===== config.mk =====
export PLATFORM = sky130hd
export DESIGN_NAME = charger_status_classifier
export DESIGN_NICKNAME = d
export VERILOG_FILES = /design/src/sv/csc_pkg.sv /design/src/sv/csc_cfg.sv /design/src/sv/csc_core.sv /design/src/sv/charger_status_classifier.sv
export VERILOG_INCLUDE_DIRS = /design/src /design/src/sv
export SDC_FILE = /design/constraint.sdc
export NUM_CORES = 2
export LEC_CHECK = 0
export BUFFER_PORTS_ARGS = -buffer_cell sky130_fd_sc_hd__buf_2
export CORE_MARGIN = 1.5
export CORE_UTILIZATION = 59
export DETAILED_ROUTE_END_ITERATION = 12
export HOLD_SLACK_MARGIN = 0.1
export PLACE_DENSITY = 0.72
export SYNTH_ARGS = -nofsm -noshare
export SYNTH_HDL_FRONTEND = slang
export SYNTH_SLANG_ARGS = --single-unit
export TNS_END_PERCENT = 20

===== constraint.sdc =====
create_clock -name clk -period 18.94 [get_ports clk]
set_input_delay 0 -clock clk [delete_from_list [all_inputs] [get_ports clk]]
set_output_delay 0 -clock clk [all_outputs]
set_load 0.02 [all_outputs]

===== src/sv/assert_macros.svh =====
// Assertion helpers used by the top-level RTL file.
`ifndef ASSERT_MACROS_SVH
`define ASSERT_MACROS_SVH

// Same-cycle implication, disabled during reset.
`define CSC_ASSERT_IMPLY(name, ck, rs_n, ante, cons) \
  name: assert property (@(posedge ck) disable iff (!(rs_n)) (ante) |-> (cons)) \
    else $error("same-cycle check failed");

// Next-cycle implication, disabled during reset.
`define CSC_ASSERT_NEXT(name, ck, rs_n, ante, cons) \
  name: assert property (@(posedge ck) disable iff (!(rs_n)) (ante) |=> (cons)) \
    else $error("next-cycle check failed");

`endif


===== src/sv/csc_pkg.sv =====
package csc_pkg;

  localparam int TIME_WIDTH     = 32;
  localparam int NOW_WIDTH      = 32;
  localparam int MV_WIDTH       = 16;
  localparam int CFG_WIDTH      = 16;
  localparam int CFG_ADDR_WIDTH = 3;
  localparam int IN_DATA_WIDTH  = 56;
  localparam int OUT_DATA_WIDTH = 16;
  localparam int SNAP_WIDTH     = 11;

  typedef logic [TIME_WIDTH-1:0] tstamp_t;

  typedef struct packed {
    logic    valid;
    tstamp_t t;
  } stamp_t;

  typedef enum logic [2:0] {
    ST_NOPOWER = 3'd0,
    ST_PRE     = 3'd1,
    ST_CC      = 3'd2,
    ST_CV      = 3'd3,
    ST_FULL    = 3'd4,
    ST_NOBAT   = 3'd5,
    ST_FAULT   = 3'd6
  } charge_state_t;

  typedef enum logic [CFG_ADDR_WIDTH-1:0] {
    CFG_POWER_HOLD   = 3'd0,
    CFG_STABLE_HIGH  = 3'd1,
    CFG_ALT_WINDOW   = 3'd2,
    CFG_FAULT_HOLD   = 3'd3,
    CFG_PRECHARGE_MV = 3'd4,
    CFG_CV_ENTER_MV  = 3'd5,
    CFG_CV_CONFIRM   = 3'd6,
    CFG_DETECT_LEVEL = 3'd7
  } cfg_idx_t;

  typedef struct packed {
    logic [CFG_WIDTH-1:0] power_hold_ms;
    logic [CFG_WIDTH-1:0] stable_high_ms;
    logic [CFG_WIDTH-1:0] alternate_window_ms;
    logic [CFG_WIDTH-1:0] fault_hold_ms;
    logic [CFG_WIDTH-1:0] precharge_below_mv;
    logic [CFG_WIDTH-1:0] cv_enter_mv;
    logic [CFG_WIDTH-1:0] cv_confirm_ms;
    logic                 detect_active_level;
  } cfg_t;

  typedef struct packed {
    logic [NOW_WIDTH-1:0] now_ms;
    logic                 detect_level;
    logic                 full_level;
    logic [MV_WIDTH-1:0]  battery_millivolts;
    logic                 battery_sample_valid;
  } sample_t;

  typedef struct packed {
    charge_state_t charge_state;
    logic          ext_power;
    logic          charging;
    logic          is_full;
    logic          is_no_battery;
    logic          is_precharge;
    logic          is_constant_current;
    logic          is_constant_voltage;
    logic          is_fault;
    logic          changed;
  } result_t;

endpackage


===== src/sv/csc_cfg.sv =====
module csc_cfg
  import csc_pkg::*;
(
  input  logic                      clk,
  input  logic                      rst_n,
  input  logic                      cfg_we,
  input  logic [CFG_ADDR_WIDTH-1:0] cfg_addr,
  input  logic [CFG_WIDTH-1:0]      cfg_wdata,
  output cfg_t                      cfg
);

  cfg_t cfg_r;

  always_ff @(posedge clk) begin
    if (!rst_n) begin
      cfg_r.power_hold_ms       <= CFG_WIDTH'(3000);
      cfg_r.stable_high_ms      <= CFG_WIDTH'(2000);
      cfg_r.alternate_window_ms <= CFG_WIDTH'(3000);
      cfg_r.fault_hold_ms       <= CFG_WIDTH'(5000);
      cfg_r.precharge_below_mv  <= CFG_WIDTH'(3000);
      cfg_r.cv_enter_mv         <= CFG_WIDTH'(4150);
      cfg_r.cv_confirm_ms       <= CFG_WIDTH'(5000);
      cfg_r.detect_active_level <= 1'b0;
    end else if (cfg_we) begin
      unique case (cfg_idx_t'(cfg_addr))
        CFG_POWER_HOLD:   cfg_r.power_hold_ms       <= cfg_wdata;
        CFG_STABLE_HIGH:  cfg_r.stable_high_ms      <= cfg_wdata;
        CFG_ALT_WINDOW:   cfg_r.alternate_window_ms <= cfg_wdata;
        CFG_FAULT_HOLD:   cfg_r.fault_hold_ms       <= cfg_wdata;
        CFG_PRECHARGE_MV: cfg_r.precharge_below_mv  <= cfg_wdata;
        CFG_CV_ENTER_MV:  cfg_r.cv_enter_mv         <= cfg_wdata;
        CFG_CV_CONFIRM:   cfg_r.cv_confirm_ms       <= cfg_wdata;
        CFG_DETECT_LEVEL: cfg_r.detect_active_level <= cfg_wdata[0];
        default: ;
      endcase
    end
  end

  assign cfg = cfg_r;

endmodule


===== src/sv/csc_core.sv =====
module csc_core
  import csc_pkg::*;
(
  input  logic    clk,
  input  logic    rst_n,
  input  logic    step,
  input  sample_t smp,
  input  cfg_t    cfg,
  output result_t res
);

  logic [MV_WIDTH-1:0]   mv_held_r, mv_held_nxt;
  logic                  mv_valid_r, mv_valid_nxt;
  stamp_t                power_seen_r, power_seen_nxt;
  stamp_t                det_seen_r, det_seen_nxt;
  stamp_t                full_seen_r, full_seen_nxt;
  stamp_t                det_since_r, det_since_nxt;
  stamp_t                full_since_r, full_since_nxt;
  stamp_t                both_since_r, both_since_nxt;
  stamp_t                fault_seen_r, fault_seen_nxt;
  stamp_t                cv_since_r, cv_since_nxt;
  logic                  cv_locked_r, cv_locked_nxt;
  logic [SNAP_WIDTH-1:0] snap_r, snap_nxt;

  tstamp_t       now;
  stamp_t        now_stamp;
  logic          det, full, both;
  logic          mv_valid_pre;
  logic          pwr, det_stable, full_steady, alt, nobat, fault, clear_cv;
  charge_state_t st;
  result_t       res_c;

  function automatic logic is_recent(input tstamp_t t_now, input stamp_t s,
                                     input logic [CFG_WIDTH-1:0] lim);
    tstamp_t d;
    d = t_now - s.t;
    return s.valid && (d <= TIME_WIDTH'(lim));
  endfunction

  function automatic logic held_for(input tstamp_t t_now, input stamp_t s,
                                    input logic [CFG_WIDTH-1:0] lim);
    tstamp_t d;
    d = t_now - s.t;
    return s.valid && (d >= TIME_WIDTH'(lim));
  endfunction

  always_comb begin
    now       = TIME_WIDTH'(smp.now_ms);
    now_stamp = '{valid: 1'b1, t: now};
    det       = (smp.detect_level == cfg.detect_active_level);
    full      = smp.full_level;
    both      = det && full;

    mv_held_nxt  = smp.battery_sample_valid ? smp.battery_millivolts : mv_held_r;
    mv_valid_pre = smp.battery_sample_valid || mv_valid_r;

    power_seen_nxt = (det || full) ? now_stamp : power_seen_r;
    det_seen_nxt   = det ? now_stamp : det_seen_r;
    full_seen_nxt  = full ? now_stamp : full_seen_r;
    det_since_nxt  = det ? (det_since_r.valid ? det_since_r : now_stamp) : '0;
    full_since_nxt = full ? (full_since_r.valid ? full_since_r : now_stamp) : '0;
    both_since_nxt = both ? (both_since_r.valid ? both_since_r : now_stamp) : '0;

    pwr         = is_recent(now, power_seen_nxt, cfg.power_hold_ms);
    det_stable  = held_for(now, det_since_nxt, cfg.stable_high_ms);
    full_steady = held_for(now, full_since_nxt, cfg.stable_high_ms);
    alt         = pwr && is_recent(now, det_seen_nxt, cfg.alternate_window_ms)
                      && is_recent(now, full_seen_nxt, cfg.alternate_window_ms);
    nobat       = alt && !det_stable && !full_steady;

    fault_seen_nxt = (both && held_for(now, both_since_nxt, cfg.stable_high_ms))
                   ? now_stamp : fault_seen_r;
    fault          = pwr && is_recent(now, fault_seen_nxt, cfg.fault_hold_ms);

    clear_cv      = 1'b1;
    cv_since_nxt  = cv_since_r;
    cv_locked_nxt = cv_locked_r;
    mv_valid_nxt  = mv_valid_pre;
    st            = ST_NOPOWER;

    priority if (!pwr) begin
      st           = ST_NOPOWER;
      mv_valid_nxt = 1'b0;
    end else if (fault) begin
      st = ST_FAULT;
    end else if (nobat) begin
      st = ST_NOBAT;
    end else if (full_steady) begin
      st = ST_FULL;
    end else if (mv_valid_pre && (mv_held_nxt < cfg.precharge_below_mv)) begin
      st = ST_PRE;
    end else begin
      clear_cv = 1'b0;
      if (!cv_locked_r && mv_valid_pre && (mv_held_nxt >= cfg.cv_enter_mv)) begin
        if (!cv_since_r.valid) begin
          cv_since_nxt = now_stamp;
        end else if (held_for(now, cv_since_r, cfg.cv_confirm_ms)) begin
          cv_locked_nxt = 1'b1;
        end
      end else if (!cv_locked_r) begin
        cv_since_nxt = '0;
      end
      st = cv_locked_nxt ? ST_CV : ST_CC;
    end

    if (clear_cv) begin
      cv_since_nxt  = '0;
      cv_locked_nxt = 1'b0;
    end
  end

  always_comb begin
    res_c.charge_state        = st;
    res_c.ext_power           = pwr;
    res_c.charging            = (st == ST_PRE) || (st == ST_CC) || (st == ST_CV);
    res_c.is_full             = (st == ST_FULL);
    res_c.is_no_battery       = (st == ST_NOBAT);
    res_c.is_precharge        = (st == ST_PRE);
    res_c.is_constant_current = (st == ST_CC);
    res_c.is_constant_voltage = (st == ST_CV);
    res_c.is_fault            = (st == ST_FAULT);
    snap_nxt = {res_c.is_fault, res_c.is_constant_voltage, res_c.is_constant_current,
                res_c.is_precharge, res_c.is_no_battery, res_c.is_full,
                res_c.charging, res_c.ext_power, st};
    res_c.changed             = (snap_nxt != snap_r);
  end

  always_ff @(posedge clk) begin
    if (!rst_n) begin
      mv_held_r    <= '0;
      mv_valid_r   <= 1'b0;
      power_seen_r <= '0;
      det_seen_r   <= '0;
      full_seen_r  <= '0;
      det_since_r  <= '0;
      full_since_r <= '0;
      both_since_r <= '0;
      fault_seen_r <= '0;
      cv_since_r   <= '0;
      cv_locked_r  <= 1'b0;
      snap_r       <= '0;
    end else if (step) begin
      mv_held_r    <= mv_held_nxt;
      mv_valid_r   <= mv_valid_nxt;
      power_seen_r <= power_seen_nxt;
      det_seen_r   <= det_seen_nxt;
      full_seen_r  <= full_seen_nxt;
      det_since_r  <= det_since_nxt;
      full_since_r <= full_since_nxt;
      both_since_r <= both_since_nxt;
      fault_seen_r <= fault_seen_nxt;
      cv_since_r   <= cv_since_nxt;
      cv_locked_r  <= cv_locked_nxt;
      snap_r       <= snap_nxt;
    end
  end

  assign res = res_c;

endmodule


===== src/sv/charger_status_classifier.sv =====
// Charger status classifier.
// in_* is the tick stream: one beat per sample tick with timestamp, raw pin
// levels and an optional fresh battery voltage. out_* carries one result beat
// per tick: the charge state, decoded flags and a changed bit.
// cfg_* writes the eight timing/threshold registers, one per cycle while
// cfg_we is high; write only while no tick is in flight.
// An accepted tick waits in the input register, is classified combinationally
// and is written into the result register, which drives out_*.
// Throughput is one tick per cycle while the receiver takes results, set by
// the single compare/classify stage between the input register and the result
// register; all tracked state updates in that same cycle.
// Reset (rst_n low, synchronous) empties both registers, loads the default
// register values and clears every timestamp, the CV latch and the held
// voltage; the first result after reset compares against "no power".
// When the receiver stalls, the result is held, the waiting input beat is
// held, and in_tready drops once both registers are full.
`include "assert_macros.svh"

module charger_status_classifier
  import csc_pkg::*;
(
  input  logic                      clk,
  input  logic                      rst_n,
  input  logic                      in_tvalid,
  output logic                      in_tready,
  // now_ms[31:0], detect_level[32], full_level[33], battery_millivolts[49:34],
  // battery_sample_valid[50], zero pad[55:51]
  input  logic [IN_DATA_WIDTH-1:0]  in_tdata,
  output logic                      out_tvalid,
  input  logic                      out_tready,
  // charge_state[2:0], ext_power[3], charging[4], is_full[5],
  // is_no_battery[6], is_precharge[7], is_constant_current[8],
  // is_constant_voltage[9], is_fault[10], changed[11], zero pad[15:12]
  output logic [OUT_DATA_WIDTH-1:0] out_tdata,
  input  logic                      cfg_we,
  input  logic [CFG_ADDR_WIDTH-1:0] cfg_addr,
  input  logic [CFG_WIDTH-1:0]      cfg_wdata
);

  logic    in_valid_r, in_valid_nxt;
  sample_t in_data_r;
  logic    out_valid_r, out_valid_nxt;
  result_t out_res_r;
  logic    step, in_take;
  sample_t smp_in;
  cfg_t    cfg;
  result_t res;

  assign smp_in = '{now_ms:               in_tdata[31:0],
                    detect_level:         in_tdata[32],
                    full_level:           in_tdata[33],
                    battery_millivolts:   in_tdata[49:34],
                    battery_sample_valid: in_tdata[50]};

  assign step      = in_valid_r && (!out_valid_r || out_tready);
  assign in_tready = !in_valid_r || step;
  assign in_take   = in_tvalid && in_tready;

  assign in_valid_nxt  = in_take || (in_valid_r && !step);
  assign out_valid_nxt = step || (out_valid_r && !out_tready);

  csc_cfg u_cfg (
    .clk       (clk),
    .rst_n     (rst_n),
    .cfg_we    (cfg_we),
    .cfg_addr  (cfg_addr),
    .cfg_wdata (cfg_wdata),
    .cfg       (cfg)
  );

  csc_core u_core (
    .clk   (clk),
    .rst_n (rst_n),
    .step  (step),
    .smp   (in_data_r),
    .cfg   (cfg),
    .res   (res)
  );

  always_ff @(posedge clk) begin
    if (!rst_n) begin
      in_valid_r  <= 1'b0;
      out_valid_r <= 1'b0;
    end else begin
      in_valid_r  <= in_valid_nxt;
      out_valid_r <= out_valid_nxt;
    end
  end

  always_ff @(posedge clk) begin
    if (in_take) begin
      in_data_r <= smp_in;
    end
    if (step) begin
      out_res_r <= res;
    end
  end

  assign out_tvalid = out_valid_r;
  assign out_tdata  = {4'b0000,
                       out_res_r.changed,
                       out_res_r.is_fault,
                       out_res_r.is_constant_voltage,
                       out_res_r.is_constant_current,
                       out_res_r.is_precharge,
                       out_res_r.is_no_battery,
                       out_res_r.is_full,
                       out_res_r.charging,
                       out_res_r.ext_power,
                       out_res_r.charge_state};

  `CSC_ASSERT_NEXT(a_step_fills_out, clk, rst_n, step, out_valid_r)
  `CSC_ASSERT_IMPLY(a_ready_when_out_empty, clk, rst_n, !out_valid_r, in_tready)
  `CSC_ASSERT_IMPLY(a_state_onehot, clk, rst_n, out_valid_r,
    $onehot({out_res_r.charge_state == ST_NOPOWER, out_res_r.is_full,
             out_res_r.is_no_battery, out_res_r.is_precharge,
             out_res_r.is_constant_current, out_res_r.is_constant_voltage,
             out_res_r.is_fault}))
  `CSC_ASSERT_IMPLY(a_nopower_flag, clk, rst_n, out_valid_r,
    out_res_r.ext_power == (out_res_r.charge_state != ST_NOPOWER))

endmodule


==> impl_metrics.ini <==
[synth]
synth_top_area_cell = dfxtp_1
synth_mux_area_share_pct = 7.14
synth_top_family_by_area = compound AO/OA/AOI/OAI gates
synthAdderAreaFrac_pct = 13.9
synth-simple-area-share_pct = 20.1
yosysUniqueCellTypes = 95
ys_top_cells_by_area = dfxtp_1 (21%), ha_1 (13%), a21oi_1 (8.2%)
synth-compound-area-share_pct = 23.5
yosys_warnings = 0
synthFlopType = dfxtp_1
synth.most_common_cell = nand2_1
synth-edff-count = 63
synth_seq_area_share_pct = 26.4
syn_area_sq_mm = 0.0381
yosys.area.top_type_share_pct = 21.4
synth_commonest_cells = nand2_1 (735), a21oi_1 (628), ha_1 (410), dfxtp_1 (408), nor2_1 (368)
synthXorXnorAreaFrac_pct = 3.75
ys_async_sr_fraction_pct = 0
synth_seq_cells = 471
syn_area_per_cell_sq_um = 7.71
postSynthCellCount = 4944

[cells_and_area]
drive_gt1_share_pct = 7.70
largest_reg_flops = 113
area_growth_pct = 10.9
regArea_sq_mm = 0.0101
nets = 5503
fillCellCount = 5571
finalInstanceArea_sq_mm = 0.0423
final_cells = 5896
utilization_pct = 66.6
multi_input_area_sq_mm = 0.0261

[floorplan]
die_w_um = 257
initial_core_util_pct = 60.1
die_y_um = 257
die-area_sq_mm = 0.0661
top_level_ports = 98
row_count = 92
fp.coreArea_sq_mm = 0.0634

[setup_path]
critPathMaxStageDelay_ps = 770
crit_family = simple AND/OR/NAND/NOR gates
reg2reg_depth = 47
setup.worst_path.start_class = flip-flop
path_buf_inv = 4
cp-end-kind = flip-flop
path_depth = 47
cp.required_ps = 19500
criticalPathCategory = flip-flop to flip-flop
rrSetupSlack_ps = 6610
path_max_fanout = 41
crit_arrival_ps = 12880
cpMaxStageDelayCell = a21oi_4

[route]
num_vias = 36700
firstDrtPassIters = 8
wirelength_mm = 119
ant_nets = 0
detail_route.drc_violations = 0
dr.first_iter.drc_count = 2908
routed_via_density = 6.22
wl_per_cell_um = 20.2

[cts]
root_buffer = clkbuf_16
cts_buffers = 55
cts.sinks = 471
htreeDepth = 2
cts_setup_buffers = 0
cts_tree = yes
path_clk_slew_ps = 60
cts_buffer_depth = 3
clk_latency_ps = 640

[grt]
grt_pass1_wl_mm = 187
grt_pass1_vias = 34000
grtUsageTotal_pct = 35.1
antenna_found_initial = 0
grt_max_degree = 165
grt_overflow = 0

[timing]
fin_skew_ps = 34.0
timing.hold.ws_ps = 123
layout_min_cycle_time_ps = 12330
fmax_ghz = 0.0811
tns_ps = 0
hold_violations = 0
rsz0062_at_grt = false
drv_slew = 0
setup_viol = 0
min_period_over_period_pct = 65.1
slew_headroom_pct = 27.1
worst_slew_pin_slew_ps = 1090
layout_setup_ws_ps = 6610

[place]
port_buffers = 88
place_congestion = 0.962
dp_cells = 5662
dp_hpwl_mm = 80.9
place_ws_ps = 6820
dpl_cell_area_sq_mm = 0.0390

[power]
p_leak_nw = 16.9
p_per_area_mw_per_mm2 = 77.2
power.total_mw = 3.26
vdd_ir_drop_max_uv = 77.9

[hold_path]
hp-class = primary input to flip-flop
worstHoldPathCells = 2

[flow_run]
max-cap-violations = 0

[run_status]
run_status = complete, no violations
-- layout by cell type (no fill, tap or decap), drive strengths merged, types with 19 or more instances in the layout --
master / count
a21oi: 628
nand2: 735
a211oi: 87
xnor2: 102
nand2b: 56
and2: 23
mux2: 110
or3: 19
dlygate4sd3: 132
clkbuf: 77
o211ai: 88
nor2b: 36
a21o: 96
nor3: 65
xor2: 61
nand3: 148
buf: 149
o21ai: 224
edfxtp: 63
o21bai: 28
and3: 26
nor4: 30
a31oi: 33
dfxtp: 408
o21a: 44
mux2i: 148
nand4: 88
inv: 235
nor2: 369
ha: 410
-- layout make-up --
| class | instances | share of cell area (%) |
|---|---|---|
| multi-input combinational | 3965 | 61.9 |
| sequential | 471 | 23.8 |
| timing repair buffer | 281 | 5.25 |
| clock buffer | 77 | 3.75 |
| tap | 846 | 2.51 |
| inverter | 231 | 2.08 |
| clock inverter | 24 | 0.740 |
| antenna | 1 | 0.00592 |
-- power breakdown --
group / leakage (nW) / internal (mW) / switching (mW)
logic: 12.1 / 0.420 / 0.654
registers: 3.92 / 1.05 / 0.0185
clock network: 0.929 / 0.667 / 0.455
total: 16.9 / 2.14 / 1.13
-- per-layer routing --
layer | part of all wire (%) | wire length [um] | GRT usage [%] | vias to the layer above
li1 | - | - | - | 18000
met1 | 44 | 52300 | 47.4 | 17200
met2 | 44 | 52900 | 56.7 | 1258
met3 | 7.6 | 9010 | 4.41 | 259
met4 | 4.2 | 4970 | 14.0 | 0
met5 | 0 | 0 | 0 | -
-- kinds of logic after synthesis --
kind of cell,count (synthesis)
AO/OA/AOI/OAI,1446
XOR/XNOR,163
adder cells (fa/ha/maj),418
buffers and inverters,511
flip-flops,471
multiplexers,258
other,1
AND/OR/NAND/NOR,1676
-- worst register-to-register path: cells and delay by family, from the launching register on --
| family | cells | cell delay, ps |
|---|---|---|
| AO/OA/AOI/OAI | 15 | 3790 |
| XOR/XNOR | 3 | 470 |
| adder cells (fa/ha/maj) | 4 | 1400 |
| buffers and inverters | 4 | 1560 |
| flip-flops | 1 | 440 |
| AND/OR/NAND/NOR | 21 | 4590 |
-- final timing paths --
path	start	end
worst max-delay path	in_data_r[18]	u_core.cv_since_r[6]
worst min-delay path	in_tdata[45]	in_data_r[12]
worst max register to register	in_data_r[18]	u_core.cv_since_r[6]
worst min register to register	u_core.mv_held_r[7]	u_core.mv_held_r[7]
-- repair_timing --
item | 4_1_cts | 5_1_grt
setup endpoints to repair | 0 | 0
endpoints found under the hold margin | 236 | 2
resized for setup | 0 | 0
hold buffers | 130 | 2
Note: power is estimated with default switching activity, not from simulation.
